$ cat config.mk
export PLATFORM = sky130hd
export DESIGN_NAME = bir_div
export DESIGN_NICKNAME = d
export VERILOG_FILES = /design/src/hw/rtl/bir_pkg.sv /design/src/hw/rtl/bir_div.sv
export SDC_FILE = /design/constraint.sdc
export NUM_CORES = 1
export LEC_CHECK = 0
export BUFFER_PORTS_ARGS = -buffer_cell sky130_fd_sc_hd__buf_2
export CELL_PAD_IN_SITES_DETAIL_PLACEMENT = 1
export CELL_PAD_IN_SITES_GLOBAL_PLACEMENT = 2
export CORE_UTILIZATION = 35
export CTS_BUF_LIST = sky130_fd_sc_hd__clkbuf_8 sky130_fd_sc_hd__clkbuf_16
export DETAILED_ROUTE_END_ITERATION = 10
export PLACE_DENSITY = 0.93
export REMOVE_ABC_BUFFERS = 1
export SYNTH_ARGS = -nofsm -noshare
export SYNTH_HDL_FRONTEND = slang
export SYNTH_SLANG_ARGS = --single-unit
$ cat constraint.sdc
create_clock -name clock -period 2.7 [get_ports clock]
set_input_delay 0.54 -clock clock [delete_from_list [all_inputs] [get_ports clock]]
set_output_delay 0.54 -clock clock [all_outputs]
set_load 0.03 [all_outputs]
$ cat src/hw/rtl/bir_pkg.sv
// bir_pkg: shared types and constants for the bilinear image resize block
// used by bilinear_image_resize and bir_div; depends on nothing else
`default_nettype none

package bir_pkg;

   // source plane geometry
   localparam int MAX_SOURCE_ROWS = 256;
   localparam int MAX_SOURCE_COLS = 256;
   localparam int PIXEL_BITS      = 16;
   localparam int ROW_BITS        = $clog2(MAX_SOURCE_ROWS);
   localparam int COL_BITS        = $clog2(MAX_SOURCE_COLS);
   localparam int ADDR_BITS       = ROW_BITS + COL_BITS;
   localparam int SOURCE_DEPTH    = MAX_SOURCE_ROWS * MAX_SOURCE_COLS;

   // field and register widths
   localparam int COORD_BITS      = 12;
   localparam int SRC_SIZE_BITS   = 9;
   localparam int DST_SIZE_BITS   = 13;
   localparam int CSR_INDEX_BITS  = 3;
   localparam int CSR_DATA_BITS   = 13;

   // fixed point coordinate and divider sizing
   localparam int FRAC_BITS       = 16;
   localparam int QUOT_BITS       = 24;
   localparam int NUMER_BITS      = 37;
   localparam int DENOM_BITS      = DST_SIZE_BITS + 1;
   localparam int WEIGHT_BITS     = FRAC_BITS + 1;

   // register indexes
   localparam logic [CSR_INDEX_BITS-1:0] REG_SOURCE_HEIGHT = 3'd0;
   localparam logic [CSR_INDEX_BITS-1:0] REG_SOURCE_WIDTH  = 3'd1;
   localparam logic [CSR_INDEX_BITS-1:0] REG_TARGET_HEIGHT = 3'd2;
   localparam logic [CSR_INDEX_BITS-1:0] REG_TARGET_WIDTH  = 3'd3;
   localparam logic [CSR_INDEX_BITS-1:0] REG_ALIGN_CORNERS = 3'd4;

   // action codes
   localparam logic ACT_STORE   = 1'b0;
   localparam logic ACT_REQUEST = 1'b1;

   typedef struct packed {
      logic                         action;
      logic [COORD_BITS-1:0]        row;
      logic [COORD_BITS-1:0]        col;
      logic signed [PIXEL_BITS-1:0] pixel;
   } req_type;

   typedef struct packed {
      logic signed [PIXEL_BITS-1:0] value;
      logic                         out_of_range;
   } rsp_type;

   // lower neighbor index and blend weight of one axis
   typedef struct packed {
      logic [ROW_BITS-1:0]    base;
      logic [WEIGHT_BITS-1:0] frac;
   } axis_type;

endpackage

`default_nettype wire

$ cat src/hw/rtl/bir_div.sv
// bir_div: radix-2 restoring divider, one quotient bit per cycle
// depends on bir_pkg for the numerator, denominator and quotient widths
`default_nettype none

module bir_div
   import bir_pkg::*;
(
   input  logic                  clock,
   input  logic                  reset,
   input  logic                  load,
   input  logic [NUMER_BITS-1:0] numer,
   input  logic [DENOM_BITS-1:0] denom,
   output logic [QUOT_BITS-1:0]  quot,
   output logic                  done
);

   localparam int CNT_BITS = $clog2(QUOT_BITS + 1);

   logic [DENOM_BITS-1:0] rem_ff, rem_in;
   logic [DENOM_BITS-1:0] den_ff;
   logic [QUOT_BITS-1:0]  work_ff, work_in;
   logic [CNT_BITS-1:0]   cnt_ff;
   logic                  run_ff;
   logic                  done_ff;
   logic [DENOM_BITS+1:0] trial;
   logic                  take;

   // partial remainder with the next numerator bit shifted in
   always_comb begin
      trial   = {1'b0, rem_ff, work_ff[QUOT_BITS-1]} - {2'b00, den_ff};
      take    = !trial[DENOM_BITS+1];
      rem_in  = take ? trial[DENOM_BITS-1:0] : {rem_ff[DENOM_BITS-2:0], work_ff[QUOT_BITS-1]};
      work_in = {work_ff[QUOT_BITS-2:0], take};
   end

   always_ff @(posedge clock) begin
      if (reset) begin
         run_ff  <= 1'b0;
         done_ff <= 1'b0;
         cnt_ff  <= '0;
      end else if (load) begin
         run_ff  <= 1'b1;
         done_ff <= 1'b0;
         cnt_ff  <= CNT_BITS'(QUOT_BITS);
      end else if (run_ff) begin
         cnt_ff  <= cnt_ff - 1'b1;
         run_ff  <= (cnt_ff != CNT_BITS'(1));
         done_ff <= (cnt_ff == CNT_BITS'(1));
      end else begin
         done_ff <= 1'b0;
      end
   end

   always_ff @(posedge clock) begin
      if (load) begin
         rem_ff  <= DENOM_BITS'(numer[NUMER_BITS-1:QUOT_BITS]);
         work_ff <= numer[QUOT_BITS-1:0];
         den_ff  <= denom;
      end else if (run_ff) begin
         rem_ff  <= rem_in;
         work_ff <= work_in;
      end
   end

   assign quot = work_ff;
   assign done = done_ff;

   a_rem_below_den: assert property (@(posedge clock) disable iff (reset)
      run_ff |-> rem_ff < den_ff)
      else $error("divider remainder not below divisor");

   a_done_pulse: assert property (@(posedge clock) disable iff (reset)
      done_ff |=> !done_ff)
      else $error("divider done held longer than one cycle");

   a_load_starts: assert property (@(posedge clock) disable iff (reset)
      load |=> run_ff && cnt_ff == CNT_BITS'(QUOT_BITS))
      else $error("divider did not start on load");

endmodule

`default_nettype wire

# Yosys cells after proc, flatten, opt, wreduce, memory -nomap -nowiden
# Cells that the tools add are included.
[op_classes] mux=9 bitwise_logic=1 n_reduce_logical=4 addsub=2 n_eq_ne=2
[op_table] op="$mux 24" count=2
[op_table] op="$mux 13" count=2
[op_table] op="$sub 15x14->16" count=1
[op_table] op="$mux 14" count=1
[op_table] op="$mux 5" count=2
[op_table] op="$eq 5x1->1 const B" count=1
[op_table] op="$ne 5x1->1 const B" count=1
[op_table] op="$sub 5x1->5 const B" count=1
[op_table] op="$reduce_or 3->1" count=1
[op_table] op="$mux 1" count=2
[op_table] op="$reduce_bool 2->1" count=1
[op_table] op="$reduce_or 2->1" count=1
[op_table] op="$logic_not 1->1" count=1
[op_table] op="$not 1->1" count=1
[word_totals] register_bits=59 input_bits=54 word_cells=26

# Depth between registers and ports, before layout
[depth] ltp_word=4 depth_mapped=10 mapped_depth_nobuf=10

# Least setup slack after synthesis
# OpenSTA, ideal clock, no wires.
[synth_timing] path_type="flip-flop to flip-flop" start="reg work_ff[23], in the netlist quot[23]" end="reg rem_ff[10], data pin" stages_incl_launch_ff=11 required_ps=2431 arrival_ps=2211 setup_ps=269 slack_ps=220 period_less_slack_ps=2480 path_buffers=0 cell_sequence="edfxtp_1 > inv_1 > ha_1 > inv_1 > fa_1 > a21oi_1 > o211ai_1 > a2111oi_0 > nor3_1 > xnor2_1 > o31ai_1"
[synth_via] elab_chain_cells=4
[synth_rtl] element="start, declared" line="bir_div.sv:21" source="logic [QUOT_BITS-1:0] work_ff, work_in;"
[synth_rtl] element="start signal, assigned" line="bir_div.sv:57" source="work_ff <= numer[QUOT_BITS-1:0];"
[synth_rtl] element="start signal, assigned" line="bir_div.sv:61" source="work_ff <= work_in;"
[synth_rtl] element="$sub 15x14->16" line="bir_div.sv:30" source="trial = {1'b0, rem_ff, work_ff[QUOT_BITS-1]} - {2'b00, den_ff};"
[synth_rtl] element="$mux 14" line="bir_div.sv:32" source="rem_in = take ? trial[DENOM_BITS-1:0] : {rem_ff[DENOM_BITS-2:0], work_ff[QUOT_BITS-1]};"
[synth_rtl] element="$mux 13" line="bir_div.sv:59" source="end else if (run_ff) begin"
[synth_rtl] element="$mux 13" line="bir_div.sv:55" source="if (load) begin"
[synth_rtl] element="end signal, assigned" line="bir_div.sv:56" source="rem_ff <= DENOM_BITS'(numer[NUMER_BITS-1:QUOT_BITS]);"
[synth_rtl] element="end signal, assigned" line="bir_div.sv:60" source="rem_ff <= rem_in;"
[synth_rtl] element="end, declared" line="bir_div.sv:19" source="logic [DENOM_BITS-1:0] rem_ff, rem_in;"
# No other way between the ends. The select of a mux whose other input is x is not followed.
# A chain may end at the register's enable or synchronous reset.

# Worst setup path in the final report
# Ends and elaborated chain as after synthesis.

==> summary.txt <==
Placement
  • Dpl hpwl: 5700 um
  • Placed insts: roughly 450
  • Worst slack, placed: 0.159 ns
  • Port bufs: between 70 and 80
  • Placer Congestion: about 0.80
  • Post-DP Area: 3770 um^2

Power and ir drop
  • Clock power frac: between 20% and 30%
  • Power per standard cell area: approximately 800 nW/um^2
  • Pint: a little under 2000 uW
  • Net Sw Frac: between 30% and 40%
  • Gate power share: 38.1%
  • Max IR drop VDD: 288 uV
  • Reg power frac: 39.5%
  • LEAKAGE: 0.00162 uW
  • Sw Pwr: roughly 1200 uW

Timing
  • Final worst setup slack: roughly 0.26 ns
  • Finish-stage setup viols: 0
  • Clock Skew: ~0.0091 ns
  • Final hold violations: 0
  • Unrepaired setup endpoints after global routing: false
  • TNS Setup: 0 ns
  • Tightest Pin Transition: about 0.74 ns
  • Min cycle time layout: approximately 2.4 ns
  • Fmax achieved: just over 0.4 GHz
  • Max_slew headroom: approximately half
  • Fin crit share: between 90% and 100%
  • Pins Over Slew Limit: 0

GRT
  • GRT Total Usage: ~17%
  • Vias in the first global route: around 2700
  • Global-route wire length before repair: around 13000 um
  • Largest net degree at the start of global routing: 40
  • Initial antenna violation count: 0
  • Global route overflow: 0

Synth
  • Most common cell in the netlist: edfxtp_1
  • Syn Area/Cell: 11.9 um^2
  • Yosys Warn Count: 0
  • Synth top cells by count: edfxtp_1, mux2_2, inv_1
  • Post-synth top area cell: edfxtp_1
  • Synthesized flop and latch total: a little under 60
  • Syn Inst Count: ~270
  • Register area share after synthesis: between 50% and 60%
  • Synth area leaders: edfxtp_1, mux2_2, ha_1
  • Ys async rst share: 0%
  • Area share of the largest cell type after synthesis: around 47%
  • Post-synth EDFFs: 51
  • Top FF cell, synth: edfxtp_1
  • Unique masters post-synth: between 40 and 50
  • Cell area after synthesis: between 3000 and 4000 um^2

Floorplanning
  • I/O pin count: a little under 80
  • Die area: between 9000 and 10000 um^2
  • Initial core utilization: a little over a third
  • Rows: 34
  • Die height: approximately 100 um
  • Die width: 98.1 um
  • Core area: around 9000 um^2

Min path
  • Worst Hold Class: in -> reg

Critical path
  • CP Launch Point: quot[23]$_DFFE_PP_
  • Crit path DAT: about 2.6 ns
  • Worst path cell trace: inv_1, ha_1, inv_1, fa_1, a21oi_1, o211ai_1, a2111oi_2, nor3_1, xnor2_1, o31ai_1
  • CP peak stage delay: 0.41 ns
  • CP Max Fanout: 3
  • Reg2reg start: quot[23]$_DFFE_PP_
  • Crit-path most repeated cell: inv_1
  • WP data required: 2.87 ns
  • Internal reg-to-reg setup slack: approximately 0.26 ns
  • Critical path capture point type: flop
  • Reg2Reg Depth: 10
  • Startpoint types: flop
  • RR Endpoint: rem_ff[10]$_DFFE_PP_
  • CP Class: reg -> reg
  • Worst-path cell with the longest stage delay: edfxtp_1
  • Crit path to: rem_ff[10]$_DFFE_PP_

Clocking
  • Skew-Pair Late Insertion Delay: roughly 0.34 ns
  • CTS H-tree depth: 3
  • Clock slew at reported path FFs: about 0.07 ns
  • Clock Sinks: 59
  • Clock tree from TritonCTS: built
  • Deepest clock path buffer count: 2
  • Root Driver: clkbuf_8
  • Num CTS Buffers: 9

Drt
  • First DRT Iteration DRCs: 85
  • DR vias/cell: around 5.3
  • Routed WL: 7880 um
  • Pre-antenna DRT Iters: 7
  • Vias: between 2000 and 3000
  • DRC viols: 2
  • Wirelength per Cell: 16.8 um
  • Antenna Violating Nets Remaining: 0

Final layout
  • Core Util, Final: between 40% and 50%
  • Fin area: between 3000 and 4000 um^2
  • Nets@finish: 427
  • Fill cells: between 1000 and 1500
  • Layout Cells excl Fill: ~470
  • FF/Latch Area: about 1700 um^2
  • Area Overhead vs Synth: 22.0%
  • Multi-input logic area: roughly 1400 um^2
  • Layout cells sized above 1: 37.4%
  • Antenna cell count: 0

Run status
  • Failing checks: design-rule violations
  • Outcome: complete, but fails checks

Run
  • Max-cap viol count: 0
-- registers in the layout, summed over array words and instances (netlist names) --
signal and cells:
cnt_ff 5, den_ff 14, done 1, quot 24
rem_ff 14, run_ff 1
-- per-stage QoR --
stage	hold slack [ns]	power (uW)
5_1_grt	0.352	3350
3_3_place_gp	0.484	2410
4_1_cts	0.351	3160
2_1_floorplan	0.469	2090
6_report	0.368	3150
3_5_place_dp	0.504	2440
-- power groups by stage --
stage,clock network [uW],logic (uW),registers [uW]
after floorplan,0,767,1330
after CTS,722,1190,1240
after global routing,763,1330,1260
after global placement,0,1150,1260
after detailed placement,0,1180,1260
final,702,1200,1240
-- logic make-up after synthesis --
group / count (synthesis) / share of synthesized area [%]
adders and majority gates: 17 / 6.82
muxes: 24 / 8.37
xor gates and xnor gates: 15 / 4.07
buffers and inverters: 31 / 3.87
DFF: 59 / 52.4
and+or+nand+nor: 64 / 10.2
AOI/OAI and AO/OA: 61 / 14.3
-- worst min-delay path by stage --
stage,cells after the start,end,startpoint
finish,1,den_ff[13]$_DFFE_PP_,denom[13]
global route,1,den_ff[11]$_DFFE_PP_,denom[11]
CTS,1,den_ff[13]$_DFFE_PP_,denom[13]
detailed placement,2,cnt_ff[1]$_SDFFE_PP0P_,cnt_ff[1]$_SDFFE_PP0P_
global placement,2,cnt_ff[1]$_SDFFE_PP0P_,cnt_ff[1]$_SDFFE_PP0P_
floorplan,2,cnt_ff[1]$_SDFFE_PP0P_,cnt_ff[1]$_SDFFE_PP0P_
-- final cells by class --
cell class / instances / area share, %
Clock inverter: 7 / 1.14
Sequential cell: 59 / 42.9
Clock buffer: 9 / 3.14
Tap cell: 108 / 3.43
Inverter: 21 / 2.00
Timing Repair Buffer: 84 / 11.4
Multi-Input combinational cell: 181 / 36.0
-- placed cells by master (no fill, tap or decap), types with 3 or more instances in the layout --
cell type,instances
buf_2,78
edfxtp_1,51
mux2_2,24
inv_1,21
ha_1,16
nor2_1,15
a21oi_1,13
nand2_1,12
xnor2_1,11
o21ai_0,9
clkbuf_8,9
dfxtp_1,8
nand3_1,7
nor3_1,7
a21o_1,6
and2_1,5
o31ai_1,5
a31oi_1,5
buf_4,5
a41oi_2,4
xor2_1,4
clkinvlp_4,4
nand4_1,3
clkinv_2,3
-- worst max-delay path, delay by kind of cell, from the launching register on --
kind            cells  cell delay [ns]
compound gates      4             0.93
fa+ha+maj           2             0.56
flops               1             0.41
buf+inv             2             0.13
xor+xnor            1             0.13
simple gates        1             0.12
-- per-layer routing --
| metal | part of all wire [%] | wire [um] | global-route usage, % | up-vias |
|---|---|---|---|---|
| met5 | 0 | 0 | 0 | - |
| met4 | 0.88 | 69 | 4.55 | 0 |
| met3 | 5.8 | 459 | 6.01 | 6 |
| met2 | 50 | 3950 | 29.1 | 65 |
| met1 | 43 | 3400 | 21.0 | 1241 |
| li1 | - | - | - | 1189 |
-- what timing repair did --
action / in CTS / in global routing
resized for setup: 0 / 2
endpoints found under the setup margin: 0 / 1
setup buffers: 0 / 0
hold buffers: 0 / 0
No activity file was read; power rests on OpenSTA's default activity.
